===== config.mk =====
export PLATFORM = sky130hd
export DESIGN_NAME = ascii_number_entry_parser_top
export DESIGN_NICKNAME = d
export VERILOG_FILES = /design/src/hw/rtl/aenp_pkg.sv /design/src/hw/rtl/aenp_front.sv /design/src/hw/rtl/aenp_queue.sv /design/src/hw/rtl/aenp_back.sv /design/src/hw/rtl/ascii_number_entry_parser_top.sv
export SDC_FILE = /design/constraint.sdc
export NUM_CORES = 1
export LEC_CHECK = 0
export BUFFER_PORTS_ARGS = -buffer_cell sky130_fd_sc_hd__buf_4
export CAP_MARGIN = 10
export CORE_MARGIN = 10
export CORE_UTILIZATION = 60
export CTS_BUF_LIST = sky130_fd_sc_hd__clkbuf_8
export CTS_CLUSTER_DIAMETER = 40
export DETAILED_ROUTE_END_ITERATION = 7
export PLACE_DENSITY = 0.77
export SLEW_MARGIN = 20
export SYNTH_ARGS = -nofsm -noshare
export SYNTH_HDL_FRONTEND = slang
export SYNTH_HIERARCHICAL = 1
export SYNTH_SLANG_ARGS = --single-unit

===== constraint.sdc =====
create_clock -name clk -period 11.55 [get_ports clk]
set_input_delay 2.31 -clock clk [delete_from_list [all_inputs] [get_ports clk]]
set_output_delay 2.31 -clock clk [all_outputs]
set_load 0.02 [all_outputs]

===== src/hw/rtl/aenp_pkg.sv =====
// Package for the ASCII number entry parser.
// Holds the character codes, command codes and the command word type.
// No dependencies; every other file imports it.
package aenp_pkg;

    // Widths fixed by the channel fields.
    localparam int CHAR_W  = 8;
    localparam int COUNT_W = 16;
    localparam int ENTRY_W = 32;

    // Character codes that the parser reacts to.
    localparam logic [CHAR_W-1:0] CHAR_CR      = 8'h0D;
    localparam logic [CHAR_W-1:0] CHAR_BS      = 8'h08;
    localparam logic [CHAR_W-1:0] CHAR_0       = 8'h30;
    localparam logic [CHAR_W-1:0] CHAR_9       = 8'h39;
    localparam logic [CHAR_W-1:0] CHAR_UPPER_A = 8'h41;
    localparam logic [CHAR_W-1:0] CHAR_UPPER_F = 8'h46;
    localparam logic [CHAR_W-1:0] CHAR_LOWER_A = 8'h61;
    localparam logic [CHAR_W-1:0] CHAR_LOWER_F = 8'h66;

    // Value of the letter A as a hexadecimal digit.
    localparam logic [CHAR_W-1:0] HEX_LETTER_BASE = 8'h0A;

    // The digit count stops here.
    localparam logic [COUNT_W-1:0] COUNT_MAX = 16'hFFFF;

    // Command codes passed from the front to the back.
    localparam logic [1:0] OP_NONE  = 2'd0;
    localparam logic [1:0] OP_DIGIT = 2'd1;
    localparam logic [1:0] OP_BACK  = 2'd2;
    localparam logic [1:0] OP_ENTER = 2'd3;

    // One classified character.
    typedef struct packed {
        logic [1:0]        op;
        logic              hex;
        logic [3:0]        digit;
        logic [CHAR_W-1:0] ch;
    } cmd_t;

endpackage


===== src/hw/rtl/aenp_front.sv =====
// Front end of the ASCII number entry parser: classifies each received
// character into a command word for the back end.
// Depends on aenp_pkg.
module aenp_front
    import aenp_pkg::*;
(
    input  logic [CHAR_W-1:0] rx_char,
    input  logic              hex_mode,
    output cmd_t              cmd
);

    logic is_dec;
    logic is_upper;
    logic is_lower;

    // Character class decode.
    assign is_dec   = (rx_char >= CHAR_0) && (rx_char <= CHAR_9);
    assign is_upper = hex_mode && (rx_char >= CHAR_UPPER_A) && (rx_char <= CHAR_UPPER_F);
    assign is_lower = hex_mode && (rx_char >= CHAR_LOWER_A) && (rx_char <= CHAR_LOWER_F);

    // Build the command word.
    always_comb
    begin
        cmd.ch    = rx_char;
        cmd.hex   = hex_mode;
        cmd.digit = 4'd0;
        cmd.op    = OP_NONE;
        if (rx_char == CHAR_CR)
        begin
            cmd.op = OP_ENTER;
        end
        else if (is_dec)
        begin
            cmd.op    = OP_DIGIT;
            cmd.digit = 4'(rx_char - CHAR_0);
        end
        else if (is_upper)
        begin
            cmd.op    = OP_DIGIT;
            cmd.digit = 4'(rx_char - CHAR_UPPER_A + HEX_LETTER_BASE);
        end
        else if (is_lower)
        begin
            cmd.op    = OP_DIGIT;
            cmd.digit = 4'(rx_char - CHAR_LOWER_A + HEX_LETTER_BASE);
        end
        else if (rx_char == CHAR_BS)
        begin
            cmd.op = OP_BACK;
        end
    end

endmodule


===== src/hw/rtl/aenp_queue.sv =====
// Two-entry command queue between the front and back of the parser.
// Lets the input side keep accepting while the back end is busy.
// Depends on aenp_pkg.
module aenp_queue
    import aenp_pkg::*;
(
    input  logic clk,
    input  logic rst_n,
    input  logic push,
    input  cmd_t push_cmd,
    output logic full,
    input  logic pop,
    output logic head_valid,
    output cmd_t head_cmd
);

    localparam int DEPTH = 2;

    cmd_t       slot_reg [DEPTH];
    logic       wr_ptr_reg;
    logic       wr_ptr_next;
    logic       rd_ptr_reg;
    logic       rd_ptr_next;
    logic [1:0] count_reg;
    logic [1:0] count_next;

    assign full       = (count_reg == 2'(DEPTH));
    assign head_valid = (count_reg != 2'd0);
    assign head_cmd   = slot_reg[rd_ptr_reg];

    // Pointer and fill count update.
    always_comb
    begin
        wr_ptr_next = push ? ~wr_ptr_reg : wr_ptr_reg;
        rd_ptr_next = pop ? ~rd_ptr_reg : rd_ptr_reg;
        count_next  = count_reg;
        if (push && !pop)
        begin
            count_next = count_reg + 2'd1;
        end
        else if (pop && !push)
        begin
            count_next = count_reg - 2'd1;
        end
    end

    always_ff @(posedge clk or negedge rst_n)
    begin
        if (!rst_n)
        begin
            wr_ptr_reg <= 1'b0;
            rd_ptr_reg <= 1'b0;
            count_reg  <= 2'd0;
        end
        else
        begin
            wr_ptr_reg <= wr_ptr_next;
            rd_ptr_reg <= rd_ptr_next;
            count_reg  <= count_next;
        end
    end

    // Storage slots.
    always_ff @(posedge clk)
    begin
        if (push)
        begin
            slot_reg[wr_ptr_reg] <= push_cmd;
        end
    end

endmodule


===== src/hw/rtl/aenp_back.sv =====
// Back end of the ASCII number entry parser: holds the value and digit
// count, executes one command word per cycle while the output register is free
// and drives that register. Depends on aenp_pkg.
module aenp_back
    import aenp_pkg::*;
#(
    parameter int VALUE_WIDTH = 32
)
(
    input  logic               clk,
    input  logic               rst_n,
    input  logic               cmd_valid,
    input  cmd_t               cmd,
    output logic               cmd_pop,
    output logic               out_valid,
    input  logic               out_ready,
    output logic               echo_valid,
    output logic [CHAR_W-1:0]  echo_char,
    output logic               entry_done,
    output logic [ENTRY_W-1:0] entry_value
);

    localparam int EXT_W  = (VALUE_WIDTH > ENTRY_W) ? VALUE_WIDTH : ENTRY_W;
    localparam int PROD_W = 2 * VALUE_WIDTH;

    // Reciprocal of ten, rounded up and scaled by 2^(VALUE_WIDTH+3). The
    // product shifted down by VALUE_WIDTH+3 is the exact quotient for every
    // value of the accumulator.
    localparam logic [VALUE_WIDTH+3:0] DIV10_SCALE =
        (VALUE_WIDTH + 4)'(1) << (VALUE_WIDTH + 3);
    localparam logic [VALUE_WIDTH-1:0] DIV10_RECIP =
        VALUE_WIDTH'((DIV10_SCALE + (VALUE_WIDTH + 4)'(9)) / (VALUE_WIDTH + 4)'(10));

    logic [VALUE_WIDTH-1:0] acc_reg;
    logic [VALUE_WIDTH-1:0] acc_next;
    logic [COUNT_W-1:0]     count_reg;
    logic [COUNT_W-1:0]     count_next;

    logic                   out_valid_reg;
    logic                   out_valid_next;
    logic                   echo_valid_reg;
    logic [CHAR_W-1:0]      echo_char_reg;
    logic                   entry_done_reg;
    logic [ENTRY_W-1:0]     entry_value_reg;

    logic                   out_free;
    logic                   load_out;
    logic                   o_echo;
    logic [CHAR_W-1:0]      o_char;
    logic                   o_done;
    logic [ENTRY_W-1:0]     o_value;
    logic [EXT_W-1:0]       acc_ext;
    logic [VALUE_WIDTH-1:0] hex_append;
    logic [VALUE_WIDTH-1:0] dec_append;
    logic [PROD_W-1:0]      div10_prod;
    logic [VALUE_WIDTH-1:0] dec_remove;
    logic [COUNT_W-1:0]     count_inc;

    // Datapath helpers.
    assign out_free   = !out_valid_reg || out_ready;
    assign acc_ext    = EXT_W'(acc_reg);
    assign hex_append = {acc_reg[VALUE_WIDTH-5:0], cmd.digit};
    assign dec_append = VALUE_WIDTH'({acc_reg, 3'b000}) + VALUE_WIDTH'({acc_reg, 1'b0})
                        + VALUE_WIDTH'(cmd.digit);
    assign div10_prod = PROD_W'(acc_reg) * PROD_W'(DIV10_RECIP);
    assign dec_remove = VALUE_WIDTH'(div10_prod[PROD_W-1:VALUE_WIDTH+3]);
    assign count_inc  = (count_reg == COUNT_MAX) ? count_reg : count_reg + 16'd1;

    // Command execution, one word per cycle while the output register is free.
    always_comb
    begin
        acc_next   = acc_reg;
        count_next = count_reg;
        cmd_pop    = 1'b0;
        load_out   = 1'b0;
        o_echo     = 1'b0;
        o_char     = '0;
        o_done     = 1'b0;
        o_value    = '0;
        if (cmd_valid && out_free)
        begin
            cmd_pop  = 1'b1;
            load_out = 1'b1;
            case (cmd.op)
                OP_ENTER:
                begin
                    o_done     = 1'b1;
                    o_value    = acc_ext[ENTRY_W-1:0];
                    acc_next   = '0;
                    count_next = '0;
                end
                OP_DIGIT:
                begin
                    o_echo     = 1'b1;
                    o_char     = cmd.ch;
                    acc_next   = cmd.hex ? hex_append : dec_append;
                    count_next = count_inc;
                end
                OP_BACK:
                begin
                    // A backspace with no digits entered still yields an output word, with no echo.
                    if (count_reg != '0)
                    begin
                        o_echo     = 1'b1;
                        o_char     = cmd.ch;
                        acc_next   = cmd.hex ? (acc_reg >> 4) : dec_remove;
                        count_next = count_reg - 16'd1;
                    end
                end
                default:
                begin
                    o_echo = 1'b0;
                end
            endcase
        end
    end

    // Output register handshake.
    always_comb
    begin
        out_valid_next = out_valid_reg;
        if (load_out)
        begin
            out_valid_next = 1'b1;
        end
        else if (out_ready)
        begin
            out_valid_next = 1'b0;
        end
    end

    // Architectural state.
    always_ff @(posedge clk or negedge rst_n)
    begin
        if (!rst_n)
        begin
            acc_reg       <= '0;
            count_reg     <= '0;
            out_valid_reg <= 1'b0;
        end
        else
        begin
            acc_reg       <= acc_next;
            count_reg     <= count_next;
            out_valid_reg <= out_valid_next;
        end
    end

    // Output payload.
    always_ff @(posedge clk)
    begin
        if (load_out)
        begin
            echo_valid_reg  <= o_echo;
            echo_char_reg   <= o_char;
            entry_done_reg  <= o_done;
            entry_value_reg <= o_value;
        end
    end

    assign out_valid   = out_valid_reg;
    assign echo_valid  = echo_valid_reg;
    assign echo_char   = echo_char_reg;
    assign entry_done  = entry_done_reg;
    assign entry_value = entry_value_reg;

endmodule


===== src/hw/rtl/ascii_number_entry_parser_top.sv =====
// Top level of the ASCII number entry parser.
// Depends on aenp_pkg, aenp_front, aenp_queue and aenp_back.
//
// Usage: one received character enters per word on the input channel
// (in_valid/in_ready, rx_char). Every input word yields exactly one output
// word (out_valid/out_ready) carrying echo_valid/echo_char for digits and
// accepted backspaces, and entry_done/entry_value when a carriage return
// closes an entry. cfg_wr_en/cfg_wr_data set the radix: 0 decimal, 1 hex.
//
// Flow: an accepted input word is written into the queue, then executed
// from its head into the output register. Every character, a decimal
// backspace included, executes combinationally (divide by ten by a reciprocal
// multiply), so words are taken at one per cycle while out_ready stays high.
//
// A two-word queue separates input from execution, so in_ready depends
// only on the queue fill and new words are taken while an output waits.
// When the receiver stalls, the output word holds and the queue fills,
// then in_ready drops until the cycle after the waiting word is taken.
// Reset clears the value, count, radix (decimal), queue and output valid.
module ascii_number_entry_parser_top
    import aenp_pkg::*;
#(
    parameter int VALUE_WIDTH = 32
)
(
    input  logic               clk,
    input  logic               rst_n,
    input  logic               cfg_wr_en,
    input  logic               cfg_wr_data,
    input  logic               in_valid,
    output logic               in_ready,
    input  logic [CHAR_W-1:0]  rx_char,
    output logic               out_valid,
    input  logic               out_ready,
    output logic               echo_valid,
    output logic [CHAR_W-1:0]  echo_char,
    output logic               entry_done,
    output logic [ENTRY_W-1:0] entry_value
);

    logic radix_mode_reg;
    logic radix_mode_next;
    cmd_t front_cmd;
    cmd_t head_cmd;
    logic queue_full;
    logic head_valid;
    logic cmd_pop;

    // Radix mode register.
    assign radix_mode_next = cfg_wr_en ? cfg_wr_data : radix_mode_reg;

    always_ff @(posedge clk or negedge rst_n)
    begin
        if (!rst_n)
        begin
            radix_mode_reg <= 1'b0;
        end
        else
        begin
            radix_mode_reg <= radix_mode_next;
        end
    end

    assign in_ready = !queue_full;

    // Character classification.
    aenp_front u_front (
        .rx_char  (rx_char),
        .hex_mode (radix_mode_reg),
        .cmd      (front_cmd)
    );

    // Command queue.
    aenp_queue u_queue (
        .clk        (clk),
        .rst_n      (rst_n),
        .push       (in_valid && in_ready),
        .push_cmd   (front_cmd),
        .full       (queue_full),
        .pop        (cmd_pop),
        .head_valid (head_valid),
        .head_cmd   (head_cmd)
    );

    // Execution and output register.
    aenp_back #(
        .VALUE_WIDTH (VALUE_WIDTH)
    ) u_back (
        .clk         (clk),
        .rst_n       (rst_n),
        .cmd_valid   (head_valid),
        .cmd         (head_cmd),
        .cmd_pop     (cmd_pop),
        .out_valid   (out_valid),
        .out_ready   (out_ready),
        .echo_valid  (echo_valid),
        .echo_char   (echo_char),
        .entry_done  (entry_done),
        .entry_value (entry_value)
    );

endmodule


# Yosys cells after proc, flatten, opt, wreduce, memory -nomap -nowiden
# Memory sizes are Yosys's and may differ from the RTL's.
# Cells that the tools add are included.
# totals
reg_bits	96
ramBits	30
input_bits	14
output_inout_bits	44
wordCells	91
n_memories	1
# op_classes
add_sub_neg	11
mul	1
order_cmp	6
n_eq_ne	9
mux	28
bitwise_logic	2
n_reduce_logical	22
# mem_list
name	words	word_bits	read_ports	rd_ports_with_merged_regs	write_ports	line_no	rtl
u_queue.slot_reg	2	15	1	0	1	aenp_queue.sv:19	cmd_t slot_reg [DEPTH];
# ops
operator	count
32-bit one-hot mux with 3 select lines	1
32-bit by 32-bit multiplier with 64-bit output, second input constant	1
32-bit two-way mux	2
16-bit one-hot mux with 3 select lines	1
32-bit adder	1
32-bit by 4-bit adder with 32-bit output	1
16-bit two-way mux	2
29-bit two-way mux	1
16-bit by 1-bit adder with 16-bit output, second input constant	1
16-bit == test, second input constant	1
8-bit by 4-bit == test with 1-bit output, second input constant	2
8-bit by 7-bit greater-or-equal comparator with 1-bit output, second input constant	2
8-bit by 7-bit less-or-equal comparator with 1-bit output, second input constant	2
4-bit two-way mux	4
8-bit one-hot mux with 2 select lines	1
16-bit nonzero test	1
16-bit by 1-bit subtractor with 16-bit output, second input constant	1
2-bit two-way mux	7
4-bit by 1-bit subtractor with 4-bit output, second input constant	3
1-bit logical AND	9
4-bit adder, second input constant	2
8-bit by 6-bit greater-or-equal comparator with 1-bit output, second input constant	1
8-bit by 6-bit less-or-equal comparator with 1-bit output, second input constant	1
8-bit two-way mux	1
other kinds (16)	30

# Logic depth before layout (Yosys ltp)
# Gate-level depths: netlist (run 1).
# logic_depth
depth_word	7
ltp_mapped	28
depth_no_buf	27

# Modules after synthesis
# Netlist (run 1), hierarchy kept.
# modules_own_cells
module	instances	cells_per_inst	area_each_um2	seq_area_each_um2
aenp_back	1	2373	23233.5	2487.4
aenp_queue	1	63	1323.8	1001.0
aenp_front	1	42	285.3	0.0
ascii_number_entry_parser_top	1	4	50.0	25.0

# Least setup slack after synthesis (run 1)
# Ideal clock, no wire load.
# synth_timing
kind	register to register
start	register u_back.acc_reg[11] (netlist: u_back/acc_ext[11])
end	register u_back.acc_reg[16] (netlist: u_back/acc_ext[16])
setup_ps	122
arrival_ps	7171
t_required_ps	11428
slack_ps	4257
stages_incl_launch_ff	28
n_path_buf	1
period_less_slack_ps	7293
cell_sequence	dfrtp_1 ha_1 clkbuf_1 xor2_1 ha_1 a21o_1 fa_1 inv_1 fa_1 inv_1 fa_1 fa_1 fa_1 inv_1 fa_1 inv_1 ha_1 nand4_1 nor3_2 nand4_1 a21oi_2 o2111a_2 o21ai_2 o41ai_4 o21ai_2 nor2b_1 a221o_1 a32o_1
# synth_between
elab_chain_cells	4
word_cells_on_any_way	7
cone_classes	add/sub (2); mul (1); mux (4)
# synth_lines
item	line_no	rtl
from (decl)	aenp_back.sv:34	logic [VALUE_WIDTH-1:0] acc_reg;
from (signal assigned)	aenp_back.sv:143	acc_reg <= acc_next;
32-bit by 32-bit multiplier with 64-bit output / 32-bit adder (equally long branches)	aenp_back.sv:65, aenp_back.sv:63	
29-bit two-way mux / 32-bit by 4-bit adder with 32-bit output (equally long branches)	aenp_back.sv:106, aenp_back.sv:64	
32-bit two-way mux (on tied branches)	aenp_back.sv:102, aenp_back.sv:96	
32-bit one-hot mux with 3 select lines (*)	aenp_back.sv:84	case (cmd.op)
# Every way passes the cells marked *; elsewhere a longest branch is shown, timed or not. The select of a mux whose other input is x is not followed.
# A chain may end at the register's enable or synchronous reset.

# Worst setup path after layout (run 1)
# Ends and elaborated chain as after synthesis.

==> impl_metrics.prom, run 1 <==
# TYPE chip_impl_metric gauge
chip_impl_metric{name="gpl.final_weighted_congestion",unit=""} 1.02
chip_impl_metric{name="share_of_synthesized_area_occupied_by_flip_flops_and_latches",unit="%"} 14.1
chip_impl_metric{name="detailedRoute.firstPassIterationCount",unit=""} 5
chip_impl_metric{name="cts_buffers",unit=""} 17
chip_impl_metric{name="fp.dieArea",unit="um2"} 50000
chip_impl_info{name="timing.critical_path.slowest_stage_cell",value="sky130_fd_sc_hd__dfrtp_1"} 1
chip_impl_metric{name="cts_resized",unit=""} 0
chip_impl_metric{name="route.detailed.wl_per_inst",unit="um"} 24.4
chip_impl_info{name="worstHoldPathType",value="flop to flop"} 1
chip_impl_metric{name="ys_warn_count",unit=""} 6
chip_impl_metric{name="slew_violations",unit=""} 0
chip_impl_info{name="crit_top_cell",value="sky130_fd_sc_hd__fa_1"} 1
chip_impl_metric{name="num_vias",unit=""} 18200
chip_impl_metric{name="chipWidth",unit="um"} 224
chip_impl_metric{name="avgSynthCellArea",unit="um2"} 10.0
chip_impl_metric{name="syn-instance-count",unit=""} 2482
chip_impl_info{name="worst_hold_startpoint",value="u_queue/wr_ptr_reg"} 1
chip_impl_metric{name="placeableCoreArea",unit="um2"} 40900
chip_impl_metric{name="post_cts_buffers",unit=""} 0
chip_impl_metric{name="final.setup.tns",unit="ps"} 0
chip_impl_info{name="cts_root_buf",value="sky130_fd_sc_hd__clkbuf_8"} 1
chip_impl_info{name="worstSetupEndpointType",value="flop"} 1
chip_impl_info{name="netlist.top_cell.by_area",value="sky130_fd_sc_hd__fa_1"} 1
chip_impl_metric{name="slew_headroom",unit="%"} 32.7
chip_impl_metric{name="setup_violations",unit=""} 0
chip_impl_metric{name="postSynthNetCount",unit=""} 3310
chip_impl_metric{name="post_synth_instance_area",unit="um2"} 24900
chip_impl_metric{name="avgViaCountPerCell",unit=""} 5.95
chip_impl_info{name="outcome",value="completed"} 1
chip_impl_info{name="source_of_the_critical_timing_path",value="u_back/acc_ext[11]"} 1
chip_impl_metric{name="num-nets-final",unit=""} 3343
chip_impl_metric{name="period_share",unit="%"} 76.2
chip_impl_metric{name="hold_viol_final",unit=""} 0
chip_impl_metric{name="clk_path_buf_depth",unit=""} 2
chip_impl_info{name="netlist_top_cells_area",value="sky130_fd_sc_hd__fa_1, sky130_fd_sc_hd__ha_1, sky130_fd_sc_hd__inv_1"} 1
chip_impl_info{name="post-synth-top-count-cell",value="sky130_fd_sc_hd__inv_1"} 1
chip_impl_metric{name="worst_ep_arrival_time",unit="ps"} 9150
chip_impl_metric{name="min_delay_path_depth",unit=""} 1
chip_impl_info{name="setup_repair_after_global_routing_missed_its_margin",value="no"} 1
chip_impl_metric{name="worst-path-max-fanout",unit=""} 12
chip_impl_metric{name="die_height",unit="um"} 224
chip_impl_metric{name="holdBufCountCts",unit=""} 0
chip_impl_metric{name="clkSinkCount",unit=""} 126
chip_impl_metric{name="depth_of_the_worst_register_to_register_path",unit=""} 26
chip_impl_metric{name="num_io_pins",unit=""} 58
chip_impl_info{name="crit_path_start_kind",value="flop"} 1
chip_impl_metric{name="drc_errors",unit=""} 0
chip_impl_metric{name="wirelength",unit="mm"} 74.7
chip_impl_metric{name="critPathMaxStageDelay",unit="ps"} 850
chip_impl_metric{name="worst_slew_pin_slew",unit="ps"} 1010
chip_impl_metric{name="cp.required",unit="ps"} 11900
chip_impl_metric{name="io_buffers",unit=""} 57
chip_impl_info{name="synth_common_cells",value="sky130_fd_sc_hd__inv_1, sky130_fd_sc_hd__ha_1, sky130_fd_sc_hd__fa_1"} 1
chip_impl_metric{name="worst_skew_pair.late_latency",unit="ps"} 460
chip_impl_metric{name="ctsHtreeMaxLevel",unit=""} 4
chip_impl_metric{name="layout_min_cycle_time",unit="ps"} 8810
chip_impl_metric{name="place_hpwl",unit="mm"} 63.5
chip_impl_metric{name="globalRouteOverflowTotal",unit=""} 0
chip_impl_metric{name="antennaDiodeCount",unit=""} 0
chip_impl_metric{name="layout-drive-gt1-share",unit="%"} 5.42
chip_impl_metric{name="grt.total_usage",unit="%"} 30.5
chip_impl_metric{name="maxCapViolations",unit=""} 0
chip_impl_info{name="rr_startpoint",value="u_back/acc_ext[11]"} 1
chip_impl_metric{name="synth_top_area_share",unit="%"} 31.4
chip_impl_metric{name="grt_first_pass_wirelength",unit="mm"} 116
chip_impl_metric{name="proportion_of_synthesized_flip_flops_having_asynchronous_set_or_reset",unit="%"} 42.9
chip_impl_metric{name="synth-edff-count",unit=""} 72
chip_impl_info{name="tritoncts",value="built"} 1
chip_impl_metric{name="ys_ff_latch",unit=""} 126
chip_impl_metric{name="grt_max_degree",unit=""} 55
chip_impl_metric{name="initial_utilization",unit="%"} 60.8
chip_impl_metric{name="antenna_found_initial",unit=""} 1
chip_impl_metric{name="skew",unit="ps"} 16.5
chip_impl_info{name="dominantRegCellSynth",value="sky130_fd_sc_hd__edfxtp_1"} 1
chip_impl_metric{name="placementRows",unit=""} 74
chip_impl_info{name="timing.setup.critical_path_class",value="flop to flop"} 1
chip_impl_metric{name="number_of_distinct_library_cell_variants_in_the_gate_level_netlist_after_synthesis",unit=""} 71
chip_impl_metric{name="first_global_vias",unit=""} 19500
chip_impl_metric{name="antenna_left",unit=""} 0
chip_impl_metric{name="synthesis_to_finish_area_growth",unit="%"} 5.30
chip_impl_metric{name="drt_first_iter_violations",unit=""} 1705
chip_impl_metric{name="cts.reportedPaths.clkPinSlew",unit="ps"} 80
chip_impl_metric{name="fmaxAchievable",unit="MHz"} 114
-- worst paths after layout --
check | endpoint | slack (ps)
setup / recovery | u_back/acc_ext[16] | 2740
hold reg to reg | u_queue/wr_ptr_reg | 500
max in group asynchronous | u_back/out_valid | 9130
hold / removal | u_queue/wr_ptr_reg | 500
min in group asynchronous | u_back/count_reg[2] | 1890
setup reg to reg | u_back/acc_ext[16] | 2740
-- routing by layer --
layer  global-route usage (%)  part of all wire, %  vias to the layer above
li1                         -                    -                     8075
met1                     40.4                   42                     9176
met2                     48.7                   46                      750
met3                     4.39                  6.8                      192
met4                     14.1                  5.2                        0
met5                        0                    0                        -
-- kinds of logic after synthesis --
kind of cell | synth area share [%]
xor gates and xnor gates | 4.15
and+or+nand+nor | 6.81
muxes | 1.17
buffers and inverters | 10.6
AOI/OAI and AO/OA | 10.4
adders and majority gates | 52.7
DFF | 14.1
-- per-stage QoR --
step / setup slack (ps) / hold slack, ps / cells / util, % / cell area (um2)
after CTS: 2890 / 497 / 3058 / 64.0 / 26200
after global placement: 3020 / 468 / 3028 / 63.1 / 25800
after floorplan: 4260 / 447 / 2482 / - / 24900
after detailed placement: 2910 / 483 / 3028 / 63.1 / 25800
after global routing: 2600 / 515 / 3058 / 64.0 / 26200
final: 2740 / 495 / 3058 / 64.0 / 26200
-- cells in the final DEF, fill, tap and decap left out, types with 22 or more instances in the layout --
cell type / netlist / final
sky130_fd_sc_hd__o21ai_0: 71 / 71
sky130_fd_sc_hd__ha_1: 424 / 424
sky130_fd_sc_hd__and3_1: 29 / 29
sky130_fd_sc_hd__a21oi_1: 99 / 99
sky130_fd_sc_hd__nand2_1: 87 / 87
sky130_fd_sc_hd__and2_1: 56 / 56
sky130_fd_sc_hd__inv_1: 634 / 634
sky130_fd_sc_hd__dfrtp_1: 54 / 54
sky130_fd_sc_hd__fa_1: 390 / 390
sky130_fd_sc_hd__xor2_1: 59 / 59
sky130_fd_sc_hd__nor2_1: 41 / 41
sky130_fd_sc_hd__a21o_1: 63 / 63
sky130_fd_sc_hd__a22o_1: 22 / 22
sky130_fd_sc_hd__xnor2_1: 59 / 59
sky130_fd_sc_hd__edfxtp_1: 72 / 72
sky130_fd_sc_hd__buf_4: 9 / 70
sky130_fd_sc_hd__nand3_1: 24 / 24
-- critical path: cells and delay by family (launching register included) --
kind                     cells  cell delay, ps
AO/OA/AOI/OAI                8            2060
adder cells (fa/ha/maj)      9            4240
flip-flops                   1             850
AND/OR/NAND/NOR              4            1050
XOR/XNOR                     1             220
buffers and inverters        4             230
-- area by class of cell --
type / count / area (um2)
multi-input cells: 1666 / 18700
fillers: 3369 / 14700
flip-flops and latches: 126 / 3510
inverters: 634 / 2380
well taps: 532 / 666
repair buffers: 70 / 526
clock buffers: 17 / 234
clock inverters: 13 / 144
Power of run 1 is not shown: default switching activity piles up to over one toggle a cycle in this logic, so the estimate is an artifact.
==> run 2: changes to the inputs <==
--- a/config.mk
+++ b/config.mk
@@ -5,6 +5,7 @@
 export SDC_FILE = /design/constraint.sdc
 export NUM_CORES = 1
 export LEC_CHECK = 0
+export ABC_AREA = 1
 export BUFFER_PORTS_ARGS = -buffer_cell sky130_fd_sc_hd__buf_4
 export CAP_MARGIN = 10
 export CORE_MARGIN = 10
==> constraint.sdc (replaced) <==
create_clock -name clk -period 8.7 [get_ports clk]
set_input_delay 1.74 -clock clk [delete_from_list [all_inputs] [get_ports clk]]
set_output_delay 1.74 -clock clk [all_outputs]
set_load 0.02 [all_outputs]
==> run 2 against run 1 <==
Effect of this change: sequential share of layout area down 1.5 points; count of clock-buffer cells in the layout unchanged; die area up 11%; utilization down 0.57 points; synthesized cell count up 43%; cell area up 12%; register-to-register slack worse by 1700 ps; wire length up 17%; non-clock buffer count up 5; setup slack worse by 1700 ps; synthesized area up 12%; critical path type unchanged.
==> impl_metrics.prom, run 2 <==
# TYPE chip_impl_metric gauge
chip_impl_info{name="crit_path_start_kind",value="flop"} 1
chip_impl_metric{name="num_io_pins",unit=""} 58
chip_impl_metric{name="num_vias",unit=""} 23300
chip_impl_metric{name="number_of_distinct_library_cell_variants_in_the_gate_level_netlist_after_synthesis",unit=""} 50
chip_impl_info{name="worstSetupEndpointType",value="flop"} 1
chip_impl_metric{name="proportion_of_synthesized_flip_flops_having_asynchronous_set_or_reset",unit="%"} 42.9
chip_impl_metric{name="postSynthNetCount",unit=""} 4376
chip_impl_metric{name="drc_errors",unit=""} 0
chip_impl_metric{name="chipWidth",unit="um"} 236
chip_impl_metric{name="worst_slew_pin_slew",unit="ps"} 1050
chip_impl_metric{name="clkSinkCount",unit=""} 126
chip_impl_metric{name="wirelength",unit="mm"} 87.1
chip_impl_info{name="timing.critical_path.slowest_stage_cell",value="sky130_fd_sc_hd__dfrtp_1"} 1
chip_impl_metric{name="avgSynthCellArea",unit="um2"} 7.88
chip_impl_metric{name="critPathMaxStageDelay",unit="ps"} 780
chip_impl_info{name="netlist_top_cells_area",value="sky130_fd_sc_hd__fa_1, sky130_fd_sc_hd__ha_1, sky130_fd_sc_hd__inv_1"} 1
chip_impl_metric{name="gr-usage-met1",unit="%"} 42.8
chip_impl_info{name="synth_common_cells",value="sky130_fd_sc_hd__inv_1, sky130_fd_sc_hd__nand2_1, sky130_fd_sc_hd__ha_1"} 1
chip_impl_metric{name="avgViaCountPerCell",unit=""} 5.53
chip_impl_info{name="netlist.top_cell.by_area",value="sky130_fd_sc_hd__fa_1"} 1
chip_impl_info{name="post-synth-top-count-cell",value="sky130_fd_sc_hd__inv_1"} 1
chip_impl_metric{name="first_global_vias",unit=""} 23500
chip_impl_metric{name="wp_buf_inv",unit=""} 7
chip_impl_metric{name="drt_first_iter_violations",unit=""} 2558
chip_impl_metric{name="ys_ff_latch",unit=""} 126
chip_impl_metric{name="ys_warn_count",unit=""} 6
chip_impl_metric{name="share_of_synthesized_area_occupied_by_flip_flops_and_latches",unit="%"} 12.6
chip_impl_metric{name="synth_top_area_share",unit="%"} 27.9
chip_impl_info{name="dominantRegCellSynth",value="sky130_fd_sc_hd__edfxtp_1"} 1
chip_impl_metric{name="antenna_left",unit=""} 0
chip_impl_info{name="timing.setup.critical_path_class",value="flop to flop"} 1
chip_impl_metric{name="global_route.usage.met3",unit="%"} 6.99
chip_impl_metric{name="cp.required",unit="ps"} 9090
chip_impl_metric{name="worst_skew_pair.late_latency",unit="ps"} 490
chip_impl_metric{name="grt.total_usage",unit="%"} 31.5
chip_impl_metric{name="final-seq-area",unit="um2"} 3510
chip_impl_metric{name="synth-edff-count",unit=""} 72
chip_impl_metric{name="worst-path-max-fanout",unit=""} 11
chip_impl_metric{name="post_cts_buffers",unit=""} 0
chip_impl_info{name="crit_top_cell",value="sky130_fd_sc_hd__nand2_1"} 1
chip_impl_metric{name="final.setup.tns",unit="ps"} 0
chip_impl_info{name="crit_family",value="adder cells"} 1
chip_impl_metric{name="initial_utilization",unit="%"} 60.3
chip_impl_metric{name="setup_violations",unit=""} 0
chip_impl_metric{name="holdBufCountCts",unit=""} 0
chip_impl_metric{name="instance_count_after_placement_with_tap_cells_included",unit=""} 4186
chip_impl_metric{name="clk_path_buf_depth",unit=""} 2
chip_impl_metric{name="grt_first_pass_wirelength",unit="mm"} 136
chip_impl_metric{name="worst_ep_arrival_time",unit="ps"} 8060
chip_impl_metric{name="placementRows",unit=""} 79
chip_impl_metric{name="globalRouteOverflowTotal",unit=""} 0
chip_impl_metric{name="antenna_found_initial",unit=""} 0
chip_impl_metric{name="multi_input_area",unit="um2"} 20500
chip_impl_info{name="setup_repair_after_global_routing_missed_its_margin",value="no"} 1
chip_impl_metric{name="placeableCoreArea",unit="um2"} 46400
chip_impl_metric{name="hold_viol_final",unit=""} 0
chip_impl_info{name="tritoncts",value="built"} 1
chip_impl_metric{name="place_hpwl",unit="mm"} 75.6
chip_impl_metric{name="maxCapViolations",unit=""} 0
chip_impl_metric{name="postLayoutCellArea",unit="um2"} 29400
chip_impl_info{name="cts_root_buf",value="sky130_fd_sc_hd__clkbuf_8"} 1
chip_impl_metric{name="route.detailed.wl_per_inst",unit="um"} 20.7
chip_impl_metric{name="synthesis_to_finish_area_growth",unit="%"} 5.20
chip_impl_metric{name="dpl_cell_area",unit="um2"} 29000
chip_impl_metric{name="skew",unit="ps"} 21.7
chip_impl_metric{name="antennaDiodeCount",unit=""} 0
chip_impl_metric{name="gpl.final_weighted_congestion",unit=""} 1.06
chip_impl_metric{name="die_height",unit="um"} 236
chip_impl_metric{name="post_synth_instance_area",unit="um2"} 28000
chip_impl_metric{name="cts_resized",unit=""} 0
chip_impl_metric{name="period_share",unit="%"} 88.1
chip_impl_metric{name="layout_min_cycle_time",unit="ps"} 7670
chip_impl_info{name="mostFrequentLayoutCell",value="sky130_fd_sc_hd__inv_1"} 1
chip_impl_metric{name="slew_violations",unit=""} 0
chip_impl_metric{name="num-nets-final",unit=""} 4426
chip_impl_metric{name="syn-instance-count",unit=""} 3548
chip_impl_metric{name="final_core_utilization",unit="%"} 63.5
chip_impl_metric{name="cts_buffers",unit=""} 17
chip_impl_info{name="layout.cells.most_common_list",value="sky130_fd_sc_hd__inv_1, sky130_fd_sc_hd__nand2_1, sky130_fd_sc_hd__ha_1"} 1
chip_impl_metric{name="detailedRoute.firstPassIterationCount",unit=""} 7
chip_impl_info{name="outcome",value="completed"} 1
chip_impl_metric{name="io_buffers",unit=""} 57
chip_impl_metric{name="fp.dieArea",unit="um2"} 55700
chip_impl_metric{name="fmaxAchievable",unit="MHz"} 130
chip_impl_metric{name="cts.reportedPaths.clkPinSlew",unit="ps"} 100
chip_impl_metric{name="ctsHtreeMaxLevel",unit=""} 4
chip_impl_metric{name="met2_track_demand_over_resource_in_global_routing",unit="%"} 47.1
chip_impl_metric{name="layout-drive-gt1-share",unit="%"} 4.49
chip_impl_metric{name="fillers",unit=""} 4149
chip_impl_metric{name="grt_max_degree",unit=""} 57
chip_impl_info{name="grt_busiest_layer",value="met2"} 1
chip_impl_metric{name="slew_headroom",unit="%"} 29.7
chip_impl_info{name="worstHoldPathType",value="flop to flop"} 1
chip_impl_metric{name="final-instance-count-excl-fill",unit=""} 4218
==> run 2: changes by cell type after synthesis, sizes merged, moves of 22 or more <==
cell | previous run | this run
a21o | 63 | 11
a21oi | 101 | 185
and3 | 29 | 0
nand2 | 87 | 720
o21ai | 77 | 117
clkbuf | 44 | 22
a22o | 22 | 0
nor2 | 41 | 235
xnor2 | 59 | 15
inv | 634 | 979
and2 | 56 | 2
nand3 | 24 | 127
==> run 2: cell families (layout without fill, tap and decap cells) <==
logic type | after synthesis | after routing | share of synthesized area (%)
mux | 15 | 15 | 0.725
buf+inv | 1024 | 1087 | 14.1
xor+xnor | 63 | 63 | 1.97
compound gates | 362 | 362 | 7.05
fa+ha+maj | 814 | 814 | 46.9
flops | 126 | 126 | 12.6
simple gates | 1144 | 1144 | 16.8
==> run 2: per-stage QoR <==
step / setup WS (ps) / hold slack, ps
2_1_floorplan: 2530 / 442
3_3_place_gp: 1220 / 453
3_5_place_dp: 1200 / 464
4_1_cts: 1170 / 482
5_1_grt: 796 / 504
6_report: 1030 / 487
==> run 2: metal layers <==
layer	routed length, um	vias to the layer above
met5	0	-
met4	4780	0
met3	9160	223
met2	37100	1226
met1	36100	11000
li1	-	10900
==> run 2: area by class of cell <==
type / count / share of cell area [%]
clock buffers: 17 / 0.795
clock inverters: 15 / 0.519
inverters: 980 / 12.5
multi-input cells: 2398 / 69.8
flip-flops and latches: 126 / 11.9
well taps: 607 / 2.58
repair buffers: 75 / 1.91
==> run 2: worst paths after layout <==
path,cells past startpoint,from,to,slack [ps]
min in group asynchronous,1,rst_n,radix_mode_reg,1320
worst max-delay path,29,u_back/acc_ext[8],u_back/acc_ext[11],1030
worst max register to register,29,u_back/acc_ext[8],u_back/acc_ext[11],1030
worst min register to register,2,u_queue/count_reg[1],u_queue/count_reg[1],490
max in group asynchronous,1,rst_n,u_back/acc_ext[25],6830
worst min-delay path,2,u_queue/count_reg[1],u_queue/count_reg[1],490
==> run 2: tightest hold or removal path: cells and delay by family (launching register included) <==
kind	cells	cell delay, ps
and+or+nand+nor	2	110
DFF	1	350
Power of run 2 is left out for the same reason.
